**src/rtl/gvec_pkg.sv**
```systemverilog
`timescale 1ns / 1ps

package gvec_pkg;

   // Graph size and derived widths.
   localparam int VERTICES   = 16;
   localparam int EDGE_SLOTS = 64;
   localparam int VW         = $clog2(VERTICES);
   localparam int VCW        = $clog2(VERTICES + 1);
   localparam int SW         = $clog2(EDGE_SLOTS);
   localparam int SCW        = $clog2(EDGE_SLOTS + 1);
   localparam int CW         = 5;
   localparam int COLOR_MAX  = (1 << CW) - 1;
   localparam int EW         = 2 * VW + CW;

   // Request kinds carried on req_tuser.
   typedef enum logic [1:0] {
      ACT_UPDATE      = 2'd0,
      ACT_READ_VERTEX = 2'd1,
      ACT_READ_EDGE   = 2'd2,
      ACT_UNUSED      = 2'd3
   } action_type;

   // Sequencer states.
   typedef enum logic [3:0] {
      ST_IDLE,
      ST_DECODE,
      ST_APPLY,
      ST_VSCAN,
      ST_VSET,
      ST_LSTART,
      ST_LSCAN,
      ST_EK_RD,
      ST_EK_LAT,
      ST_EM_RD,
      ST_EM_CHK,
      ST_EWR,
      ST_RD_EDGE,
      ST_RD_WAIT,
      ST_FIN
   } state_type;

   // Control of the shared free-color unit.
   typedef struct packed {
      logic          clear;
      logic          mark;
      logic [CW-1:0] color;
   } free_ctl_type;

endpackage

```
**src/rtl/gvec_free_unit.sv**
```systemverilog
`timescale 1ns / 1ps

// Collects the colors held by neighbors and offers the smallest free one.
module gvec_free_unit (
   input  logic                            clock,
   input  logic                            reset,
   input  gvec_pkg::free_ctl_type          ctl,
   output logic [gvec_pkg::CW-1:0]         free_color
);

   logic [gvec_pkg::COLOR_MAX:0] used_ff;
   logic [gvec_pkg::COLOR_MAX:0] used_in;

   // Clear starts a new search; mark adds one neighbor color.
   always_comb begin
      used_in = used_ff;
      if (ctl.clear) begin
         used_in = '0;
      end else if (ctl.mark) begin
         used_in[ctl.color] = 1'b1;
      end
   end

   always_ff @(posedge clock) begin
      if (reset) begin
         used_ff <= '0;
      end else begin
         used_ff <= used_in;
      end
   end

   // Lowest unused color from one up, held at the top color.
   always_comb begin
      free_color = gvec_pkg::CW'(gvec_pkg::COLOR_MAX);
      for (int c = gvec_pkg::COLOR_MAX - 1; c >= 1; c--) begin
         if (!used_ff[c]) begin
            free_color = gvec_pkg::CW'(c);
         end
      end
   end

endmodule

```
**src/rtl/greedy_vertex_edge_coloring.sv**
```systemverilog
`timescale 1ns / 1ps

// Greedy vertex and edge coloring of a small undirected graph.
// Requests arrive on the req_ stream: req_tuser is the kind (update edge,
// read vertex color, read edge list entry), req_tdata carries the operands.
// Each request gives exactly one transaction on the rsp_ stream with the
// vertex and edge counts, the largest edge color, the read fields and flags.
// An update rescans the whole graph with one shared free-color unit: it
// recolors the vertices, lists the edges and then colors them, reading the
// edge list through the single read port of the edge list memory.
// A vertex read is answered at decode, an edge entry read after the
// registered edge list read.
// The block takes one request at a time: req_tready is high only when idle.
// A finished result waits in the output register while the next request is
// already accepted; a stalled receiver only holds the sequencer at its end.
// Reset clears the graph, sets vertex 0 to color 1 and the largest edge
// color to 1, and empties the output register.
module greedy_vertex_edge_coloring (
   input  logic        clock,
   input  logic        reset,
   input  logic        req_tvalid,
   output logic        req_tready,
   // action[1:0]
   input  logic [1:0]  req_tuser,
   // end_a[3:0], end_b[7:4], edge_present[8], entry_index[14:9], zero[15]
   input  logic [15:0] req_tdata,
   output logic        rsp_tvalid,
   input  logic        rsp_tready,
   // vertex_count[4:0], edge_count[11:5], max_edge_color[16:12],
   // vertex_color[21:17], edge_end_low[25:22], edge_end_high[29:26],
   // edge_color[34:30], list_overflow[35], bad_request[36], zero[39:37]
   output logic [39:0] rsp_tdata
);

   localparam int VW  = gvec_pkg::VW;
   localparam int VCW = gvec_pkg::VCW;
   localparam int SW  = gvec_pkg::SW;
   localparam int SCW = gvec_pkg::SCW;
   localparam int CW  = gvec_pkg::CW;
   localparam int EW  = gvec_pkg::EW;
   localparam int NV  = gvec_pkg::VERTICES;

   gvec_pkg::state_type  state_ff, state_in;
   gvec_pkg::action_type act_ff, act_in;
   logic [3:0]           a_ff, a_in, b_ff, b_in;
   logic                 pres_ff, pres_in;
   logic [5:0]           idx_ff, idx_in;

   logic [NV-1:0]        adj_ff [NV];
   logic [NV-1:0]        adj_in [NV];
   logic [CW-1:0]        vcol_ff [NV];
   logic [CW-1:0]        vcol_in [NV];
   logic [VCW-1:0]       vt_ff, vt_in;
   logic [SCW-1:0]       et_ff, et_in;
   logic [CW-1:0]        top_ff, top_in;
   logic                 ovf_ff, ovf_in;

   logic [VW-1:0]        i_ff, i_in, j_ff, j_in;
   logic [SCW-1:0]       k_ff, k_in;
   logic [SW-1:0]        m_ff, m_in;
   logic [VW-1:0]        lo_ff, lo_in, hi_ff, hi_in;

   logic [CW-1:0]        res_vcol_ff, res_vcol_in, res_ecol_ff, res_ecol_in;
   logic [3:0]           res_elo_ff, res_elo_in, res_ehi_ff, res_ehi_in;
   logic                 res_bad_ff, res_bad_in;
   logic                 rsp_valid_ff, rsp_valid_in;
   logic [39:0]          rsp_data_ff, rsp_data_in;

   // Edge list memory: low end, high end, color.
   logic [EW-1:0]        mem [gvec_pkg::EDGE_SLOTS];
   logic [EW-1:0]        rdata_ff;
   logic [SW-1:0]        raddr, waddr;
   logic [EW-1:0]        wdata;
   logic                 mem_we;

   gvec_pkg::free_ctl_type ctl;
   logic [CW-1:0]        free_color;

   logic [VW-1:0]        r_lo, r_hi;
   logic [CW-1:0]        r_col;

   assign r_lo  = rdata_ff[EW-1 -: VW];
   assign r_hi  = rdata_ff[CW +: VW];
   assign r_col = rdata_ff[CW-1:0];

   gvec_free_unit u_free (
      .clock      (clock),
      .reset      (reset),
      .ctl        (ctl),
      .free_color (free_color)
   );

   assign req_tready = (state_ff == gvec_pkg::ST_IDLE);
   assign rsp_tvalid = rsp_valid_ff;
   assign rsp_tdata  = rsp_data_ff;

   // Memory write and registered read.
   always_ff @(posedge clock) begin
      if (mem_we) begin
         mem[waddr] <= wdata;
      end
      rdata_ff <= mem[raddr];
   end

   // Sequencer: next state and datapath control.
   always_comb begin
      logic [VCW-1:0] vt_new;
      logic [VCW-1:0] na;
      logic [VCW-1:0] nb;

      state_in    = state_ff;
      act_in      = act_ff;
      a_in        = a_ff;
      b_in        = b_ff;
      pres_in     = pres_ff;
      idx_in      = idx_ff;
      adj_in      = adj_ff;
      vcol_in     = vcol_ff;
      vt_in       = vt_ff;
      et_in       = et_ff;
      top_in      = top_ff;
      ovf_in      = ovf_ff;
      i_in        = i_ff;
      j_in        = j_ff;
      k_in        = k_ff;
      m_in        = m_ff;
      lo_in       = lo_ff;
      hi_in       = hi_ff;
      res_vcol_in = res_vcol_ff;
      res_ecol_in = res_ecol_ff;
      res_elo_in  = res_elo_ff;
      res_ehi_in  = res_ehi_ff;
      res_bad_in  = res_bad_ff;
      rsp_valid_in = rsp_valid_ff;
      rsp_data_in = rsp_data_ff;
      mem_we      = 1'b0;
      waddr       = '0;
      wdata       = '0;
      raddr       = '0;
      ctl         = '0;
      na          = VCW'(a_ff) + VCW'(1);
      nb          = VCW'(b_ff) + VCW'(1);
      vt_new      = vt_ff;

      // The receiver drains the output register.
      if (rsp_valid_ff && rsp_tready) begin
         rsp_valid_in = 1'b0;
      end

      unique case (state_ff)
         gvec_pkg::ST_IDLE: begin
            if (req_tvalid) begin
               act_in   = gvec_pkg::action_type'(req_tuser);
               a_in     = req_tdata[3:0];
               b_in     = req_tdata[7:4];
               pres_in  = req_tdata[8];
               idx_in   = req_tdata[14:9];
               state_in = gvec_pkg::ST_DECODE;
            end
         end

         gvec_pkg::ST_DECODE: begin
            res_vcol_in = '0;
            res_ecol_in = '0;
            res_elo_in  = '0;
            res_ehi_in  = '0;
            res_bad_in  = 1'b0;
            unique case (act_ff)
               gvec_pkg::ACT_UPDATE: begin
                  if (32'(a_ff) >= NV || 32'(b_ff) >= NV) begin
                     res_bad_in = 1'b1;
                     state_in   = gvec_pkg::ST_FIN;
                  end else begin
                     state_in = gvec_pkg::ST_APPLY;
                  end
               end
               gvec_pkg::ACT_READ_VERTEX: begin
                  if (32'(a_ff) >= NV) begin
                     res_bad_in = 1'b1;
                  end else begin
                     res_vcol_in = vcol_ff[VW'(a_ff)];
                  end
                  state_in = gvec_pkg::ST_FIN;
               end
               gvec_pkg::ACT_READ_EDGE: begin
                  if (32'(idx_ff) >= 32'(et_ff) ||
                      32'(idx_ff) >= gvec_pkg::EDGE_SLOTS) begin
                     res_bad_in = 1'b1;
                     state_in   = gvec_pkg::ST_FIN;
                  end else begin
                     state_in = gvec_pkg::ST_RD_EDGE;
                  end
               end
               default: begin
                  res_bad_in = 1'b1;
                  state_in   = gvec_pkg::ST_FIN;
               end
            endcase
         end

         // Store the edge, grow the vertex count, start vertex recoloring.
         gvec_pkg::ST_APPLY: begin
            if (nb > vt_new) vt_new = nb;
            if (na > vt_new) vt_new = na;
            vt_in = vt_new;
            if (a_ff != b_ff) begin
               adj_in[VW'(a_ff)][VW'(b_ff)] = pres_ff;
               adj_in[VW'(b_ff)][VW'(a_ff)] = pres_ff;
            end
            vcol_in[0] = CW'(1);
            i_in       = VW'(1);
            j_in       = '0;
            ctl.clear  = 1'b1;
            if (vt_new <= VCW'(1)) begin
               state_in = gvec_pkg::ST_LSTART;
            end else begin
               state_in = gvec_pkg::ST_VSCAN;
            end
         end

         // Mark the color of each neighbor of vertex i.
         gvec_pkg::ST_VSCAN: begin
            if (adj_ff[i_ff][j_ff]) begin
               ctl.mark  = 1'b1;
               ctl.color = vcol_ff[j_ff];
            end
            if (VCW'(j_ff) + VCW'(1) == vt_ff) begin
               state_in = gvec_pkg::ST_VSET;
            end else begin
               j_in = j_ff + VW'(1);
            end
         end

         gvec_pkg::ST_VSET: begin
            vcol_in[i_ff] = free_color;
            ctl.clear     = 1'b1;
            j_in          = '0;
            if (VCW'(i_ff) + VCW'(1) >= vt_ff) begin
               state_in = gvec_pkg::ST_LSTART;
            end else begin
               i_in     = i_ff + VW'(1);
               state_in = gvec_pkg::ST_VSCAN;
            end
         end

         // List edges in row-major order.
         gvec_pkg::ST_LSTART: begin
            et_in  = '0;
            ovf_in = 1'b0;
            top_in = CW'(1);
            i_in   = '0;
            j_in   = VW'(1);
            k_in   = '0;
            if (vt_ff < VCW'(2)) begin
               state_in = gvec_pkg::ST_EK_RD;
            end else begin
               state_in = gvec_pkg::ST_LSCAN;
            end
         end

         gvec_pkg::ST_LSCAN: begin
            if (adj_ff[i_ff][j_ff]) begin
               if (et_ff < SCW'(gvec_pkg::EDGE_SLOTS)) begin
                  mem_we = 1'b1;
                  waddr  = et_ff[SW-1:0];
                  wdata  = {i_ff, j_ff, CW'(0)};
                  et_in  = et_ff + SCW'(1);
               end else begin
                  ovf_in = 1'b1;
               end
            end
            if (VCW'(j_ff) + VCW'(1) == vt_ff) begin
               if (VCW'(i_ff) + VCW'(2) >= vt_ff) begin
                  state_in = gvec_pkg::ST_EK_RD;
               end else begin
                  i_in = i_ff + VW'(1);
                  j_in = i_ff + VW'(2);
               end
            end else begin
               j_in = j_ff + VW'(1);
            end
         end

         // Edge coloring: fetch entry k.
         gvec_pkg::ST_EK_RD: begin
            if (k_ff == et_ff) begin
               state_in = gvec_pkg::ST_FIN;
            end else begin
               raddr    = k_ff[SW-1:0];
               state_in = gvec_pkg::ST_EK_LAT;
            end
         end

         gvec_pkg::ST_EK_LAT: begin
            lo_in     = r_lo;
            hi_in     = r_hi;
            ctl.clear = 1'b1;
            m_in      = '0;
            if (k_ff == '0) begin
               state_in = gvec_pkg::ST_EWR;
            end else begin
               state_in = gvec_pkg::ST_EM_RD;
            end
         end

         gvec_pkg::ST_EM_RD: begin
            raddr    = m_ff;
            state_in = gvec_pkg::ST_EM_CHK;
         end

         // Earlier entries that share an end block their colors.
         gvec_pkg::ST_EM_CHK: begin
            if (r_lo == lo_ff || r_lo == hi_ff || r_hi == lo_ff || r_hi == hi_ff) begin
               ctl.mark  = 1'b1;
               ctl.color = r_col;
            end
            if (SCW'(m_ff) + SCW'(1) == k_ff) begin
               state_in = gvec_pkg::ST_EWR;
            end else begin
               m_in     = m_ff + SW'(1);
               state_in = gvec_pkg::ST_EM_RD;
            end
         end

         gvec_pkg::ST_EWR: begin
            mem_we = 1'b1;
            waddr  = k_ff[SW-1:0];
            wdata  = {lo_ff, hi_ff, free_color};
            if (free_color > top_ff) begin
               top_in = free_color;
            end
            k_in     = k_ff + SCW'(1);
            state_in = gvec_pkg::ST_EK_RD;
         end

         gvec_pkg::ST_RD_EDGE: begin
            raddr    = SW'(idx_ff);
            state_in = gvec_pkg::ST_RD_WAIT;
         end

         gvec_pkg::ST_RD_WAIT: begin
            res_elo_in  = 4'(r_lo);
            res_ehi_in  = 4'(r_hi);
            res_ecol_in = r_col;
            state_in    = gvec_pkg::ST_FIN;
         end

         // Hand the result over once the output register is free.
         gvec_pkg::ST_FIN: begin
            if (!rsp_valid_ff || rsp_tready) begin
               rsp_valid_in = 1'b1;
               rsp_data_in  = {3'b000, res_bad_ff, ovf_ff, res_ecol_ff, res_ehi_ff,
                               res_elo_ff, res_vcol_ff, top_ff, 7'(et_ff), 5'(vt_ff)};
               state_in     = gvec_pkg::ST_IDLE;
            end
         end

         default: begin
            state_in = gvec_pkg::ST_IDLE;
         end
      endcase
   end

   // Control and graph state.
   always_ff @(posedge clock) begin
      if (reset) begin
         state_ff     <= gvec_pkg::ST_IDLE;
         vt_ff        <= '0;
         et_ff        <= '0;
         top_ff       <= CW'(1);
         ovf_ff       <= 1'b0;
         rsp_valid_ff <= 1'b0;
         for (int v = 0; v < NV; v++) begin
            adj_ff[v]  <= '0;
            vcol_ff[v] <= (v == 0) ? CW'(1) : '0;
         end
      end else begin
         state_ff     <= state_in;
         vt_ff        <= vt_in;
         et_ff        <= et_in;
         top_ff       <= top_in;
         ovf_ff       <= ovf_in;
         rsp_valid_ff <= rsp_valid_in;
         adj_ff       <= adj_in;
         vcol_ff      <= vcol_in;
      end
   end

   // Request operands, loop counters and result fields.
   always_ff @(posedge clock) begin
      act_ff      <= act_in;
      a_ff        <= a_in;
      b_ff        <= b_in;
      pres_ff     <= pres_in;
      idx_ff      <= idx_in;
      i_ff        <= i_in;
      j_ff        <= j_in;
      k_ff        <= k_in;
      m_ff        <= m_in;
      lo_ff       <= lo_in;
      hi_ff       <= hi_in;
      res_vcol_ff <= res_vcol_in;
      res_ecol_ff <= res_ecol_in;
      res_elo_ff  <= res_elo_in;
      res_ehi_ff  <= res_ehi_in;
      res_bad_ff  <= res_bad_in;
      rsp_data_ff <= rsp_data_in;
   end

endmodule

```
**config.mk**
```make
export PLATFORM = sky130hd
export DESIGN_NAME = greedy_vertex_edge_coloring
export DESIGN_NICKNAME = d
export VERILOG_FILES = /design/src/rtl/gvec_pkg.sv /design/src/rtl/gvec_free_unit.sv /design/src/rtl/greedy_vertex_edge_coloring.sv
export SDC_FILE = /design/constraint.sdc
export NUM_CORES = 2
export LEC_CHECK = 0
export ABC_AREA = 1
export BUFFER_PORTS_ARGS = -buffer_cell sky130_fd_sc_hd__buf_4
export CORE_AREA = 2 2 339 341
export CTS_CLUSTER_SIZE = 28
export DETAILED_ROUTE_END_ITERATION = 16
export DIE_AREA = 0 0 341 343
export PLACE_DENSITY = 0.71
export RECOVER_POWER = 50
export SYNTH_ARGS = -nofsm -noshare
export SYNTH_HDL_FRONTEND = slang
export SYNTH_HIERARCHICAL = 1
export SYNTH_SLANG_ARGS = --single-unit
export TNS_END_PERCENT = 5
```
**constraint.sdc**
```tcl
create_clock -name clock -period 5.9 [get_ports clock]
set_clock_uncertainty 0.1 [all_clocks]
set_input_delay 0.295 -clock clock [delete_from_list [all_inputs] [get_ports clock]]
set_output_delay 0.295 -clock clock [all_outputs]
set_load 0.005 [all_outputs]
```
==> results list <==
* Part of the total power dissipated in combinational logic: 0.207
- Total power per unit cell area: around 350 nW/µm²
- In this run the worst setup path begins at state_ff[3].
- Cts bufs inserted: 139
- Averaged over all synthesized cells, the footprint is about 9 µm².
- The finished layout holds approximately 8600 standard cells, fillers aside.
- DR DRC count: 0
* CTS Buffer Depth: 3
- Worst setup slack before clock tree synthesis: 1.15 ns
* # resized after CTS: 0
* Result of the run: finished, violations left
- From synthesis to final layout, the design area changed by 10.8%.
* First-pass GRT wire length: roughly 260000 µm
- Post CTS Setup Buffer Count: 0
- Sequential area share after synthesis: 0.583
- 0 antenna diodes ended up in the layout.
* Worst flop-to-flop path startpoint: state_ff[3]
* Transition time of the tightest slew-check pin: roughly 3.2 ns
- In the final layout, the share of cells above drive strength 1 is 0.0628.
* Worst skew pair latency: 0.77 ns
* CTS tree: built
- After global routing the overflow that remains totals 0.
- On the final layout, the worst hold slack is 0.170 ns.
* Number of global-route vias before repair: 46300
- HP Start: req_tdata[14]
- Worst setup path category: flip-flop to flip-flop
- In this run the remaining antenna-violating nets after routing total 0.
* Peak Freq: around 0.19 GHz
* Unrepaired setup endpoints after global routing: no
- Worst slew slack as a fraction of its limit: -1.17
- CP Launch Type: flip-flop
* Static leakage: 26.4 nW
- In this run the worst path has a maximum fanout of 47.
- Crit path required time: between 6 and 7 ns
- Via Count: 49300
* Count of flip-flops with a built-in enable after synthesis: ~930
* CTS HTree Levels: 4
- Die Y-Extent: around 340 µm
- Final hold violation count: 0
- DIE AREA: roughly 120000 µm²
* Design internal power: 16.4 mW
* Routed via count divided by cell count: 5.73
* # hold bufs at CTS: 21
- Setup violations remaining at the end of the flow were counted as 0.
* Switching power: 7.66 mW
- Switch share: 0.318
* Post-Synthesis Cells: 6978
- DRC marker count from the first detailed-route iteration: ~5600
* Count of state elements after synthesis: ~1300
* Sequential power share: 0.438
- The finished cells cover 68600 µm².
- The worst path in the final design needs a cycle of ~5.2 ns, including I/O delays and setup.
* Final worst-path cycle share: 0.889
* Root buffer cell: sky130_fd_sc_hd__clkbuf_16
- The worst hold path terminates at idx_ff[5].
- Starting Density: 0.545
- Maximum VDD drop: 371 µV
- The final layout contains routed wiring with a total length of 174000 µm.
- Crit path capture type: flip-flop
* CORE AREA: approximately 110000 µm²
- Post-placement cell count: 8332
- Drt first pass iters: 7
- Hold Path Cell Cnt: 2
- Cell row count: 124
- HPWL reported at the end of detailed placement: 105000 µm
- The setup check on the worst reg-to-reg path leaves a slack of 0.66 ns.
* Prevailing post-synth register cell: sky130_fd_sc_hd__edfxtp_1
* Average routed wire per standard cell: slightly above 20 µm
* Dpl cell area: 64100 µm²
- Worst EP arrival: 5.38 ns
- The number of different library cells used by synthesis comes to 49.
* Depth of the worst register-to-register path: 7
* CTS clk-pin slew, worst paths: 0.06 ns
- In this run the worst hold path is classified as primary input to flip-flop.
- In this run the cell area of the synthesized design comes to 61900 µm².
- Overall fraction of global-route tracks in use: 0.293
- Final Worst Setup Slack: roughly 0.66 ns
- For the final routed database, the setup TNS stands at 0 ns.
- Port Buffer Count: 59
- The initial antenna violation count came to 1.
* Total power consumption of the routed design: ~24 mW
- Count of pins over their slew limit: 387
* Violations in the final reports: max-capacitance violations, max-slew violations
- Clock network power share: 0.355
* End of the worst register-to-register path: mem[22][3]
* Filler Cell Count: 9397
- From left edge to right edge, the die measures 341 µm.
- At the end of routability-driven placement, the weighted congestion stood at 0.952.
* IO Pins: 64
* Clock sinks: 1336
- Final Net Count: 7053
- Max-capacitance violation count: 9
- Final cell utilization of the core: 0.604
* Post-synthesis async set-or-reset flop share: 0
- Number of warnings printed during yosys synthesis: 6
- Pin count of the biggest net entering global routing: about 140
-- how the worst max path moves through the flow --
stage | end | slack [ns] | cells past startpoint
after floorplan | mem[0][10] | 0.75 | 15
after global placement | mem[0][10] | 1.27 | 19
after detailed placement | mem[0][10] | 1.15 | 19
after CTS | mem[0][11] | 1.14 | 19
after global routing | mem[22][3] | 0.45 | 7
final | mem[22][3] | 0.66 | 7
-- cells by family after synthesis --
family / after synthesis / synth area share
buffers and inverters: 1367 / 0.0864
adders and majority gates: 49 / 0.00991
xor gates and xnor gates: 44 / 0.00623
DFF: 1336 / 0.583
other: 1 / 0.0000606
AOI/OAI and AO/OA: 1003 / 0.0869
and+or+nand+nor: 3178 / 0.227
-- placed cells by master (no fill, tap or decap), types with 26 or more instances in the layout --
master and instances:
sky130_fd_sc_hd__clkbuf_16 143, sky130_fd_sc_hd__o21ai_0 287, sky130_fd_sc_hd__clkinv_1 40, sky130_fd_sc_hd__inv_1 967
sky130_fd_sc_hd__a21oi_1 522, sky130_fd_sc_hd__clkbuf_4 56, sky130_fd_sc_hd__buf_4 122, sky130_fd_sc_hd__nand2_1 1558
sky130_fd_sc_hd__o211ai_1 37, sky130_fd_sc_hd__edfxtp_1 934, sky130_fd_sc_hd__dfxtp_1 402, sky130_fd_sc_hd__o22ai_1 80
sky130_fd_sc_hd__nand3_1 911, sky130_fd_sc_hd__nor3_1 26, sky130_fd_sc_hd__clkbuf_1 43, sky130_fd_sc_hd__nand3b_1 208
sky130_fd_sc_hd__ha_1 49, sky130_fd_sc_hd__nor2_1 416
-- flip-flops by register name, summed over array words and instances (netlist names), 5 cells and up --
| register | count |
|---|---|
| k_ff | 7 |
| rsp_tdata | 37 |
| mem | 832 |
| rdata_ff | 13 |
| vt_ff | 5 |
| top_ff | 5 |
| vcol_ff | 80 |
| idx_ff | 6 |
| m_ff | 6 |
| u_free/used_ff | 30 |
| res_vcol_ff | 5 |
| adj_ff | 256 |
| et_ff | 7 |
| res_ecol_ff | 5 |
-- final cells by class --
type	instances	area, µm²	share of cell area
Clock buffer	182	3860	0.0563
Clock inverter	60	549	0.00801
Inverter	994	3750	0.0547
Multi-Input combinational cell	4277	20500	0.299
Sequential cell	1336	36100	0.526
Tap cell	1512	1890	0.0276
Timing Repair Buffer	234	1890	0.0275
-- power by group through the flow --
stage / sequential (mW) / clock, mW / combinational [mW]
6_report: 10.5 / 8.55 / 4.98
3_5_place_dp: 10.7 / 0 / 4.83
5_1_grt: 10.6 / 9.00 / 5.35
2_1_floorplan: 10.6 / 0 / 3.21
4_1_cts: 10.5 / 8.64 / 4.87
3_3_place_gp: 10.7 / 0 / 4.77
-- routing by layer --
metal	part of all wire	track usage	routed length [µm]	vias up
li1	-	-	-	23200
met1	0.39	0.385	68700	23200
met2	0.47	0.473	81400	2384
met3	0.091	0.0472	15800	488
met4	0.049	0.148	8480	0
met5	0	0	0	-
-- cells in the mapped netlist (37+ instances only) --
cell | count | share of area
sky130_fd_sc_hd__nand2_1 | 1556 | 0.094
sky130_fd_sc_hd__inv_1 | 967 | 0.059
sky130_fd_sc_hd__edfxtp_1 | 934 | 0.45
sky130_fd_sc_hd__nand3_1 | 911 | 0.074
sky130_fd_sc_hd__a21oi_1 | 522 | 0.042
sky130_fd_sc_hd__nor2_1 | 414 | 0.025
sky130_fd_sc_hd__dfxtp_1 | 402 | 0.13
sky130_fd_sc_hd__o21ai_0 | 293 | 0.024
sky130_fd_sc_hd__clkbuf_1 | 208 | 0.013
sky130_fd_sc_hd__nand3b_1 | 208 | 0.025
sky130_fd_sc_hd__buf_2 | 123 | 0.010
sky130_fd_sc_hd__o22ai_1 | 80 | 0.0081
sky130_fd_sc_hd__ha_1 | 49 | 0.0099
sky130_fd_sc_hd__o211ai_1 | 37 | 0.0045
-- critical path, cell delays in order, from the launching register on --
cell and delay [ns]:
sky130_fd_sc_hd__dfxtp_1 0.35, sky130_fd_sc_hd__inv_1 0.08, sky130_fd_sc_hd__nor2_1 0.19, sky130_fd_sc_hd__inv_1 0.10, sky130_fd_sc_hd__nor2_1 0.37, sky130_fd_sc_hd__inv_1 0.40
sky130_fd_sc_hd__nor2_1 1.42, sky130_fd_sc_hd__clkbuf_1 1.67
Power figures use the tool's default switching activity.
